### src/rtl/pes_pkg.sv
// Package for the periodic event scheduler: field widths, operation and
// status codes, item and slot structs, controller/datapath command types.
// No dependencies.
package pes_pkg;

	localparam int unsigned OP_W     = 2;
	localparam int unsigned HANDLE_W = 16;
	localparam int unsigned PERIOD_W = 32;
	localparam int unsigned TIME_W   = 48;
	localparam int unsigned STAMP_W  = 32;
	localparam int unsigned STATUS_W = 3;

	// operation codes
	localparam logic [OP_W-1:0] OP_ADD     = 2'd0;
	localparam logic [OP_W-1:0] OP_REMOVE  = 2'd1;
	localparam logic [OP_W-1:0] OP_REQUEST = 2'd2;
	localparam logic [OP_W-1:0] OP_SPARE   = 2'd3;

	// result status codes
	localparam logic [STATUS_W-1:0] ST_OK     = 3'd0;
	localparam logic [STATUS_W-1:0] ST_DUP    = 3'd1;
	localparam logic [STATUS_W-1:0] ST_FULL   = 3'd2;
	localparam logic [STATUS_W-1:0] ST_NONE   = 3'd3;
	localparam logic [STATUS_W-1:0] ST_ABSENT = 3'd4;

	localparam logic [TIME_W-1:0] TIME_MAX = {TIME_W{1'b1}};

	typedef struct packed {
		logic [OP_W-1:0]     op;
		logic [HANDLE_W-1:0] handle;
		logic [PERIOD_W-1:0] period_ms;
		logic [TIME_W-1:0]   start_time;
		logic [TIME_W-1:0]   now_time;
	} in_item_t;

	typedef struct packed {
		logic [STATUS_W-1:0] status;
		logic [HANDLE_W-1:0] fired_handle;
		logic [TIME_W-1:0]   next_due;
	} out_item_t;

	// one table entry as held in the slot memory
	typedef struct packed {
		logic [HANDLE_W-1:0] handle;
		logic [PERIOD_W-1:0] period;
		logic [TIME_W-1:0]   due;
		logic [STAMP_W-1:0]  stamp;
	} slot_t;

	// controller to datapath
	typedef struct packed {
		logic start;  // item accepted: latch it, clear scan results
		logic rd_en;  // read one slot this cycle
		logic exec;   // apply the operation and load the result
	} ctl_cmd_t;

	// datapath to controller
	typedef struct packed {
		logic out_free; // result register can take a new item
	} dp_stat_t;

endpackage

### src/rtl/pes_if.sv
// Valid/ready channel interfaces for the scheduler's input and result items.
// Depends on pes_pkg.
interface pes_in_if import pes_pkg::*; ();
	logic     valid;
	logic     ready;
	in_item_t item;

	modport source (output valid, output item, input ready);
	modport sink (input valid, input item, output ready);
endinterface

interface pes_out_if import pes_pkg::*; ();
	logic      valid;
	logic      ready;
	out_item_t item;

	modport source (output valid, output item, input ready);
	modport sink (input valid, input item, output ready);
endinterface

### src/rtl/pes_ctrl.sv
// Controller of the scheduler: sequences accept, slot scan, drain and
// execute. Depends on pes_pkg.
module pes_ctrl import pes_pkg::*; #(
	parameter int unsigned SLOTS = 16
) (
	input  logic                       clk,
	input  logic                       arst_n,
	input  logic                       in_valid,
	output logic                       in_ready,
	input  dp_stat_t                   stat,
	output ctl_cmd_t                   cmd,
	output logic [((SLOTS > 1) ? $clog2(SLOTS) : 1)-1:0] rd_addr
);

	localparam int unsigned AW = (SLOTS > 1) ? $clog2(SLOTS) : 1;

	typedef enum logic [3:0] {
		S_IDLE = 4'b0001,
		S_SCAN = 4'b0010,
		S_LAST = 4'b0100,
		S_EXEC = 4'b1000
	} state_t;

	state_t        state_q, state_d;
	logic [AW-1:0] cnt_q;
	logic          cnt_last;

	assign cnt_last  = (cnt_q == AW'(SLOTS - 1));
	assign in_ready  = (state_q == S_IDLE);
	assign rd_addr   = cnt_q;
	assign cmd.start = in_valid && in_ready;
	assign cmd.rd_en = (state_q == S_SCAN);
	assign cmd.exec  = (state_q == S_EXEC) && stat.out_free;

	// next state
	always_comb begin
		state_d = state_q;
		case (state_q)
			S_IDLE: begin
				if (in_valid) state_d = S_SCAN;
			end
			S_SCAN: begin
				if (cnt_last) state_d = S_LAST;
			end
			S_LAST: begin
				state_d = S_EXEC;
			end
			S_EXEC: begin
				if (stat.out_free) state_d = S_IDLE;
			end
			default: begin
				state_d = S_IDLE;
			end
		endcase
	end

	// state and slot counter
	always_ff @(posedge clk or negedge arst_n) begin
		if (!arst_n) begin
			state_q <= S_IDLE;
			cnt_q   <= '0;
		end else begin
			state_q <= state_d;
			if (cmd.start) begin
				cnt_q <= '0;
			end else if (cmd.rd_en && !cnt_last) begin
				cnt_q <= cnt_q + AW'(1);
			end
		end
	end

endmodule

### src/rtl/pes_dpath.sv
// Datapath of the scheduler: slot memory, valid bits, scan trackers,
// execute logic, stamp counter and result register. Depends on pes_pkg.
module pes_dpath import pes_pkg::*; #(
	parameter int unsigned SLOTS = 16
) (
	input  logic                       clk,
	input  logic                       arst_n,
	input  ctl_cmd_t                   cmd,
	input  logic [((SLOTS > 1) ? $clog2(SLOTS) : 1)-1:0] rd_addr,
	output dp_stat_t                   stat,
	input  in_item_t                   in_item,
	output logic                       out_valid,
	input  logic                       out_ready,
	output out_item_t                  out_item
);

	localparam int unsigned AW = (SLOTS > 1) ? $clog2(SLOTS) : 1;

	// slot table
	slot_t              mem [SLOTS];
	logic [SLOTS-1:0]   valid_q;

	// latched item
	in_item_t           item_q;

	// read stage
	slot_t              rd_s1;
	logic [AW-1:0]      idx_s1;
	logic               vld_s1;
	logic               cmp_s1;

	// scan results
	logic               match_found_q, free_found_q, best_found_q;
	logic [AW-1:0]      match_idx_q, free_idx_q, best_idx_q;
	slot_t              best_q;
	logic [TIME_W-1:0]  second_due_q;

	logic [STAMP_W-1:0] stamp_q;
	logic               out_valid_q;
	out_item_t          out_item_q;

	// execute outputs
	logic               mem_we;
	logic [AW-1:0]      mem_waddr;
	slot_t              mem_wdata;
	logic               valid_set, valid_clr, stamp_inc;
	out_item_t          res_d;

	logic               key_lt;
	logic [TIME_W:0]    due_sum;
	logic [TIME_W-1:0]  due_sat, due_new, best_due_or_max;

	assign stat.out_free = !out_valid_q || out_ready;
	assign out_valid     = out_valid_q;
	assign out_item      = out_item_q;

	// slot memory, one write and one read port
	always_ff @(posedge clk) begin
		if (mem_we) mem[mem_waddr] <= mem_wdata;
		if (cmd.rd_en) begin
			rd_s1  <= mem[rd_addr];
			idx_s1 <= rd_addr;
			vld_s1 <= valid_q[rd_addr];
		end
	end

	// earlier key: due first, stamp breaks ties
	assign key_lt = !best_found_q || (rd_s1.due < best_q.due) ||
		((rd_s1.due == best_q.due) && (rd_s1.stamp < best_q.stamp));

	// scan trackers
	always_ff @(posedge clk or negedge arst_n) begin
		if (!arst_n) begin
			cmp_s1        <= 1'b0;
			match_found_q <= 1'b0;
			free_found_q  <= 1'b0;
			best_found_q  <= 1'b0;
		end else begin
			cmp_s1 <= cmd.rd_en;
			if (cmd.start) begin
				match_found_q <= 1'b0;
				free_found_q  <= 1'b0;
				best_found_q  <= 1'b0;
				second_due_q  <= TIME_MAX;
				item_q        <= in_item;
			end else if (cmp_s1) begin
				if (!vld_s1 && !free_found_q) begin
					free_found_q <= 1'b1;
					free_idx_q   <= idx_s1;
				end
				if (vld_s1 && !match_found_q && (rd_s1.handle == item_q.handle)) begin
					match_found_q <= 1'b1;
					match_idx_q   <= idx_s1;
				end
				// best entry plus the smallest due time among the rest
				if (vld_s1) begin
					if (key_lt) begin
						best_found_q <= 1'b1;
						best_q       <= rd_s1;
						best_idx_q   <= idx_s1;
						if (best_found_q) second_due_q <= best_q.due;
					end else if (rd_s1.due < second_due_q) begin
						second_due_q <= rd_s1.due;
					end
				end
			end
		end
	end

	// reschedule time: saturating add, then not earlier than now
	assign due_sum = {1'b0, best_q.due} + {{(TIME_W + 1 - PERIOD_W){1'b0}}, best_q.period};
	assign due_sat = due_sum[TIME_W] ? TIME_MAX : due_sum[TIME_W-1:0];
	assign due_new = (due_sat < item_q.now_time) ? item_q.now_time : due_sat;
	assign best_due_or_max = best_found_q ? best_q.due : TIME_MAX;

	// execute
	always_comb begin
		mem_we       = 1'b0;
		mem_waddr    = free_idx_q;
		mem_wdata    = best_q;
		valid_set    = 1'b0;
		valid_clr    = 1'b0;
		stamp_inc    = 1'b0;
		res_d.status       = ST_OK;
		res_d.fired_handle = '0;
		res_d.next_due     = best_due_or_max;
		case (item_q.op)
			OP_ADD: begin
				if (match_found_q) begin
					res_d.status = ST_DUP;
				end else if (!free_found_q) begin
					res_d.status = ST_FULL;
				end else begin
					mem_we           = 1'b1;
					mem_waddr        = free_idx_q;
					mem_wdata.handle = item_q.handle;
					mem_wdata.period = item_q.period_ms;
					mem_wdata.due    = item_q.start_time;
					mem_wdata.stamp  = stamp_q;
					valid_set        = 1'b1;
					stamp_inc        = 1'b1;
					if (item_q.start_time < best_due_or_max) begin
						res_d.next_due = item_q.start_time;
					end
				end
			end
			OP_REMOVE: begin
				if (!match_found_q) begin
					res_d.status = ST_ABSENT;
				end else begin
					valid_clr = 1'b1;
					if (match_idx_q == best_idx_q) res_d.next_due = second_due_q;
				end
			end
			OP_REQUEST: begin
				if (!best_found_q || (item_q.now_time < best_q.due)) begin
					res_d.status = ST_NONE;
				end else begin
					mem_we             = 1'b1;
					mem_waddr          = best_idx_q;
					mem_wdata.due      = due_new;
					mem_wdata.stamp    = stamp_q;
					stamp_inc          = 1'b1;
					res_d.fired_handle = best_q.handle;
					res_d.next_due     = (due_new < second_due_q) ? due_new : second_due_q;
				end
			end
			OP_SPARE: begin
				res_d.status = ST_OK;
			end
			default: begin
				res_d.status = ST_OK;
			end
		endcase
		if (!cmd.exec) begin
			mem_we    = 1'b0;
			valid_set = 1'b0;
			valid_clr = 1'b0;
			stamp_inc = 1'b0;
		end
	end

	// valid bits, stamp counter, result register
	always_ff @(posedge clk or negedge arst_n) begin
		if (!arst_n) begin
			valid_q     <= '0;
			stamp_q     <= '0;
			out_valid_q <= 1'b0;
		end else begin
			if (valid_set) valid_q[free_idx_q] <= 1'b1;
			if (valid_clr) valid_q[match_idx_q] <= 1'b0;
			if (stamp_inc) stamp_q <= stamp_q + STAMP_W'(1);
			if (cmd.exec) begin
				out_valid_q <= 1'b1;
			end else if (out_ready) begin
				out_valid_q <= 1'b0;
			end
		end
	end

	always_ff @(posedge clk) begin
		if (cmd.exec) out_item_q <= res_d;
	end

endmodule

### src/rtl/periodic_event_scheduler_core.sv
// Periodic event scheduler, top level: joins the controller and datapath
// to the input and result channels. Depends on pes_pkg, pes_if, pes_ctrl,
// pes_dpath.
//
// The block keeps a table of up to SLOTS periodic events and answers add,
// remove and request items with exactly one result item each. Each item
// passes through an accept step, one read per slot through the single
// read port of the slot memory, a step to finish the last compare and
// one to execute and write back; the next item is accepted only after
// that execute. The result sits in an output register, so the next item
// is accepted and scanned while the previous result waits to be taken;
// its execute cycle then waits until that register is free. No clearing
// pass is needed after reset; slot valid bits are flops.
module periodic_event_scheduler_core import pes_pkg::*; #(
	parameter int unsigned SLOTS = 16
) (
	input  logic       clk,
	input  logic       arst_n,
	pes_in_if.sink     in_ch,
	pes_out_if.source  out_ch
);

	localparam int unsigned AW = (SLOTS > 1) ? $clog2(SLOTS) : 1;

	ctl_cmd_t      cmd;
	dp_stat_t      stat;
	logic [AW-1:0] rd_addr;

	pes_ctrl #(
		.SLOTS (SLOTS)
	) u_ctrl (
		.clk      (clk),
		.arst_n   (arst_n),
		.in_valid (in_ch.valid),
		.in_ready (in_ch.ready),
		.stat     (stat),
		.cmd      (cmd),
		.rd_addr  (rd_addr)
	);

	pes_dpath #(
		.SLOTS (SLOTS)
	) u_dpath (
		.clk       (clk),
		.arst_n    (arst_n),
		.cmd       (cmd),
		.rd_addr   (rd_addr),
		.stat      (stat),
		.in_item   (in_ch.item),
		.out_valid (out_ch.valid),
		.out_ready (out_ch.ready),
		.out_item  (out_ch.item)
	);

endmodule

### src/flat_wrapper.sv
// flat-port wrapper written by rule: the top's interface ports become plain ports
module periodic_event_scheduler_core_flat import pes_pkg::*;
#(
	parameter int unsigned SLOTS = 16
)
  (clk, arst_n, in_ch_valid, in_ch_item, in_ch_ready, out_ch_valid, out_ch_item, out_ch_ready);
  pes_in_if in_ch_i ();
  pes_out_if out_ch_i ();
  input  logic clk;
  input  logic arst_n;
  input wire logic [$bits(in_ch_i.valid)-1:0] in_ch_valid;
  input wire logic [$bits(in_ch_i.item)-1:0] in_ch_item;
  output wire logic [$bits(in_ch_i.ready)-1:0] in_ch_ready;
  output wire logic [$bits(out_ch_i.valid)-1:0] out_ch_valid;
  output wire logic [$bits(out_ch_i.item)-1:0] out_ch_item;
  input wire logic [$bits(out_ch_i.ready)-1:0] out_ch_ready;
  assign in_ch_i.valid = in_ch_valid;
  assign in_ch_i.item = in_ch_item;
  assign in_ch_ready = in_ch_i.ready;
  assign out_ch_valid = out_ch_i.valid;
  assign out_ch_item = out_ch_i.item;
  assign out_ch_i.ready = out_ch_ready;
  periodic_event_scheduler_core #(.SLOTS(SLOTS)) u_core (.clk(clk), .arst_n(arst_n), .in_ch(in_ch_i), .out_ch(out_ch_i));
endmodule
### config.mk
export PLATFORM = sky130hd
export DESIGN_NAME = periodic_event_scheduler_core_flat
export DESIGN_NICKNAME = d
export VERILOG_FILES = /design/src/rtl/pes_pkg.sv /design/src/rtl/pes_if.sv /design/src/rtl/pes_ctrl.sv /design/src/rtl/pes_dpath.sv /design/src/rtl/periodic_event_scheduler_core.sv /design/src/flat_wrapper.sv
export SDC_FILE = /design/constraint.sdc
export NUM_CORES = 2
export LEC_CHECK = 0
export BUFFER_PORTS_ARGS = -buffer_cell sky130_fd_sc_hd__buf_4
export CAP_MARGIN = 30
export CORE_UTILIZATION = 50
export DETAILED_ROUTE_END_ITERATION = 10
export PLACE_DENSITY = 0.68
export SETUP_SLACK_MARGIN = 0.05
export SYNTH_ARGS = -nofsm -noshare
export SYNTH_HDL_FRONTEND = slang
export SYNTH_SLANG_ARGS = --single-unit
### constraint.sdc
create_clock -name clk -period 12.2 [get_ports clk]
set_input_delay 1.83 -clock clk [delete_from_list [all_inputs] [get_ports clk]]
set_output_delay 1.83 -clock clk [all_outputs]
set_load 0.03 [all_outputs]
==> impl_metrics.csv <==
group,metric,value,unit
cts,ctsHoldBuffers,0,
synth,seq_area_frac_synth,71.0,%
routing,drtIter0Drc,8347,
grt,grt_max_degree,154,
synth,yosys.area_share.simple,4.14,%
synth,yosys_most_used_dff,"edfxtp_1",
critical_path,max_stage_delay,0.97,ns
timing,layout_worst_path_cycle_share,86.9,%
power_and_ir_drop,seqPwrFrac,46.7,%
power_and_ir_drop,vdd.ir_drop.worst,0.152,mV
timing,fin_setup_tns,0,ns
synth,synth_mux_area_share,13.3,%
timing,finalCriticalPeriod,10.61,ns
grt,grtUsageTotal,28.0,%
critical_path,crit_type,"register to register",
timing,worstMarginPinSlew,1.12,ns
synth,synth_cells,6123,
synth,async_flop_share,2.31,%
synth,synth_edf_count,2582,
routing,antenna_left,0,
routing,vias_per_cell,6.38,
status,status,"completed",
routing,remaining_drc_errors,0,
power_and_ir_drop,leakagePower,42.0,nW
finish,areaGrowthSynthToFinish,13.5,%
timing,finClkSkew,0.0880,ns
grt,grt_pass1_vias,61700,
cts,insertion_delay,0.94,ns
critical_path,crit_slowest_cell,"nor4_1",
finish,mostFrequentLayoutCells,"edfxtp_1, mux4_2, nand2_1",
cts,clk_path_buf_depth,4,
grt,antenna_found_initial,7,
timing,grt_setup_unrepaired,"false",
power_and_ir_drop,p_int,0.0172,W
synth,yosys.area_share.xor_xnor,0.676,%
synth,synth_compound_area_share,5.20,%
critical_path,critPathCaptureType,"register",
routing,first_pass_iters,8,
power_and_ir_drop,power.density,184,mW/mm2
cts,path_clk_slew,0.06,ns
synth,yosysUniqueCellTypes,97,
placed_design,port_buffers,218,
die,ios,219,
timing,finalMaxSlewViolations,0,
synth,synth_seq_cells,2643,
die,row_count,172,
synth,yosys_warnings,0,
cts,cts-root-buf,"clkbuf_16",
cts,cts_resized,0,
synth,synth_top_area_cell,"edfxtp_1",
finish,n_fill_cell,16300,
synth,synth_top_family_by_area,"multiplexers",
critical_path,crit_fanout,25,
critical_path,path_common_cell,"nand4_1",
power_and_ir_drop,netSwitchingPower,0.00613,W
run,maxCapViolCount,0,
power_and_ir_drop,p_comb_share,18.2,%
routing,routed_wl,314000,um
timing,hold_viol,0,
die,start_util,50.5,%
worst_hold_path,hold_path.class,"register to register",
power_and_ir_drop,sw_frac_of_total,26.3,%
die,dieWidth,474,um
die,die_h,474,um
placed_design,dpl.hpwl,190000,um
finish,layout.nets,7043,
grt,grt_pass1_wl,446000,um
placed_design,place_ws,1.50,ns
synth,synth_nets,6622,
cts,htreeDepth,5,
timing,hold_slack,0.400,ns
finish,final_common_cell,"edfxtp_1",
critical_path,crit_required,12.81,ns
synth,syn_area,0.111,mm2
timing,maxSlewHeadroom,24.3,%
timing,fmax,94.3,MHz
critical_path,critPathLaunchType,"register",
routing,vias,62000,
grt,gr-total-overflow,0,
cts,cts_inserted_buffers,286,
critical_path,arrival,11.22,ns
die,core_area,0.221,mm2
placed_design,gp_congestion,0.969,
synth,synth_top_area_share,69.6,%
die,die-area,0.225,mm2
power_and_ir_drop,p_clk_share,35.1,%
cts,tritoncts,"yes",
synth,synth_fa_ha_area_share,3.93,%
synth,synth.area.top_cells,"edfxtp_1, mux4_2, ha_1",
timing,setup_viol,0,
finish,drive_gt1_share,22.6,%
routing,wire_per_inst,32.4,um
cts,postCtsSetupRepairBufs,0,
timing,worst_slack,1.59,ns
synth,avgSynthCellArea,18.2,um2
cts,clock-sinks,2643,
## worst max-delay path: cells and delay by family, from the launching register on
| family | cells | cell delay [ns] |
|---|---|---|
| buffers and inverters | 5 | 1.24 |
| multiplexers | 2 | 0.89 |
| adder cells (fa/ha/maj) | 4 | 1.36 |
| flip-flops | 1 | 0.48 |
| AO/OA/AOI/OAI | 7 | 2.03 |
| AND/OR/NAND/NOR | 13 | 4.29 |
## stage by stage
step	utilization, %	instances	total power [W]	cell area (um2)
floorplan	-	6123	0.0139	111000
global route	57.3	9706	0.0240	126000
finish	57.3	9712	0.0233	126000
detailed placement	53.3	9204	0.0153	118000
CTS	57.2	9691	0.0234	126000
global placement	53.1	9179	0.0152	117000
## per-layer routing
layer  global-route usage (%)  routed length (um)  up-vias
met5                        0                   0        -
met2                     45.0              152000     3142
li1                         -                   -    25800
met3                     4.24               24100      576
met4                     10.6               12500        0
met1                     38.8              126000    32500
## cell usage after synthesis, types with 19 or more instances
cell type	instances
edfxtp_1	2582
mux4_2	645
nand2_1	386
ha_1	348
a21oi_1	284
inv_1	233
clkbuf_1	181
nor2_1	181
o21ai_0	151
nand3_1	104
a21o_1	69
nand4_1	69
buf_1	60
dfrtp_1	60
nor2b_1	60
o31ai_1	53
a31oi_1	52
xnor2_1	51
nor3_1	40
xor2_1	35
a211oi_1	33
o22ai_1	30
buf_2	27
and2_1	24
and3_1	21
a222oi_1	20
o211ai_1	19
## final cells by class
cell class	instances	area [um2]	share of cell area (%)
sequential	2643	79100	62.6
antenna	11	27.5	0.0218
multi-input combinational	2972	30600	24.2
timing repair buffer	406	3400	2.69
clock inverter	112	990	0.783
clock buffer	375	7720	6.11
inverter	235	890	0.704
tap	2958	3700	2.93
## cells by family after synthesis
group                      after synthesis
AOI/OAI and AO/OA                      892
DFF                                   2643
xor gates and xnor gates                86
adders and majority gates              349
and+or+nand+nor                        974
muxes                                  671
buffers and inverters                  508
## power by group through the flow
| stage | Sequential (W) | Combinational, W | Clock [W] |
|---|---|---|---|
| 2_1_floorplan | 0.0108 | 0.00303 | 0 |
| 3_3_place_gp | 0.0111 | 0.00417 | 0 |
| 3_5_place_dp | 0.0111 | 0.00424 | 0 |
| 4_1_cts | 0.0109 | 0.00426 | 0.00829 |
| 5_1_grt | 0.0109 | 0.00455 | 0.00862 |
| 6_report | 0.0109 | 0.00425 | 0.00818 |
## final timing paths
path | start | end | slack (ns) | depth (start not counted)
hold / removal | u_core.u_dpath.rd_s1[111]$_DFFE_PP_ | u_core.u_dpath.best_q[111]$_DFFE_PP_ | 0.40 | 0
setup reg to reg | u_core.u_dpath.best_q[32]$_DFFE_PP_ | u_core.u_dpath.out_item[31]$_DFFE_PP_ | 1.59 | 31
hold reg to reg | u_core.u_dpath.rd_s1[111]$_DFFE_PP_ | u_core.u_dpath.best_q[111]$_DFFE_PP_ | 0.40 | 0
min in group asynchronous | arst_n | u_core.u_ctrl.state_q[3]$_DFFE_PN0P_ | 0.88 | 1
max in group asynchronous | arst_n | u_core.u_dpath.stamp_q[30]$_DFFE_PN0P_ | 10.47 | 2
setup / recovery | u_core.u_dpath.best_q[32]$_DFFE_PP_ | u_core.u_dpath.out_item[31]$_DFFE_PP_ | 1.59 | 31
## registers in the layout, summed over array words and instances, names as in the netlist, 4 cells and up
register and count:
u_core.u_ctrl.rd_addr 4, u_core.u_dpath.second_due_q 48, u_core.u_dpath.valid_q 16, u_core.u_dpath.idx_s1 4
u_core.u_ctrl.state_q 4, u_core.u_dpath.mem 2048, u_core.u_dpath.best_idx_q 4, u_core.u_dpath.free_idx_q 4
u_core.u_dpath.out_item 67, u_core.u_dpath.rd_s1 128, u_core.u_dpath.best_q 128, u_core.u_dpath.match_idx_q 4
u_core.u_dpath.stamp_q 32, u_core.u_dpath.item_q 146
Note: power is estimated with default switching activity, not from simulation.
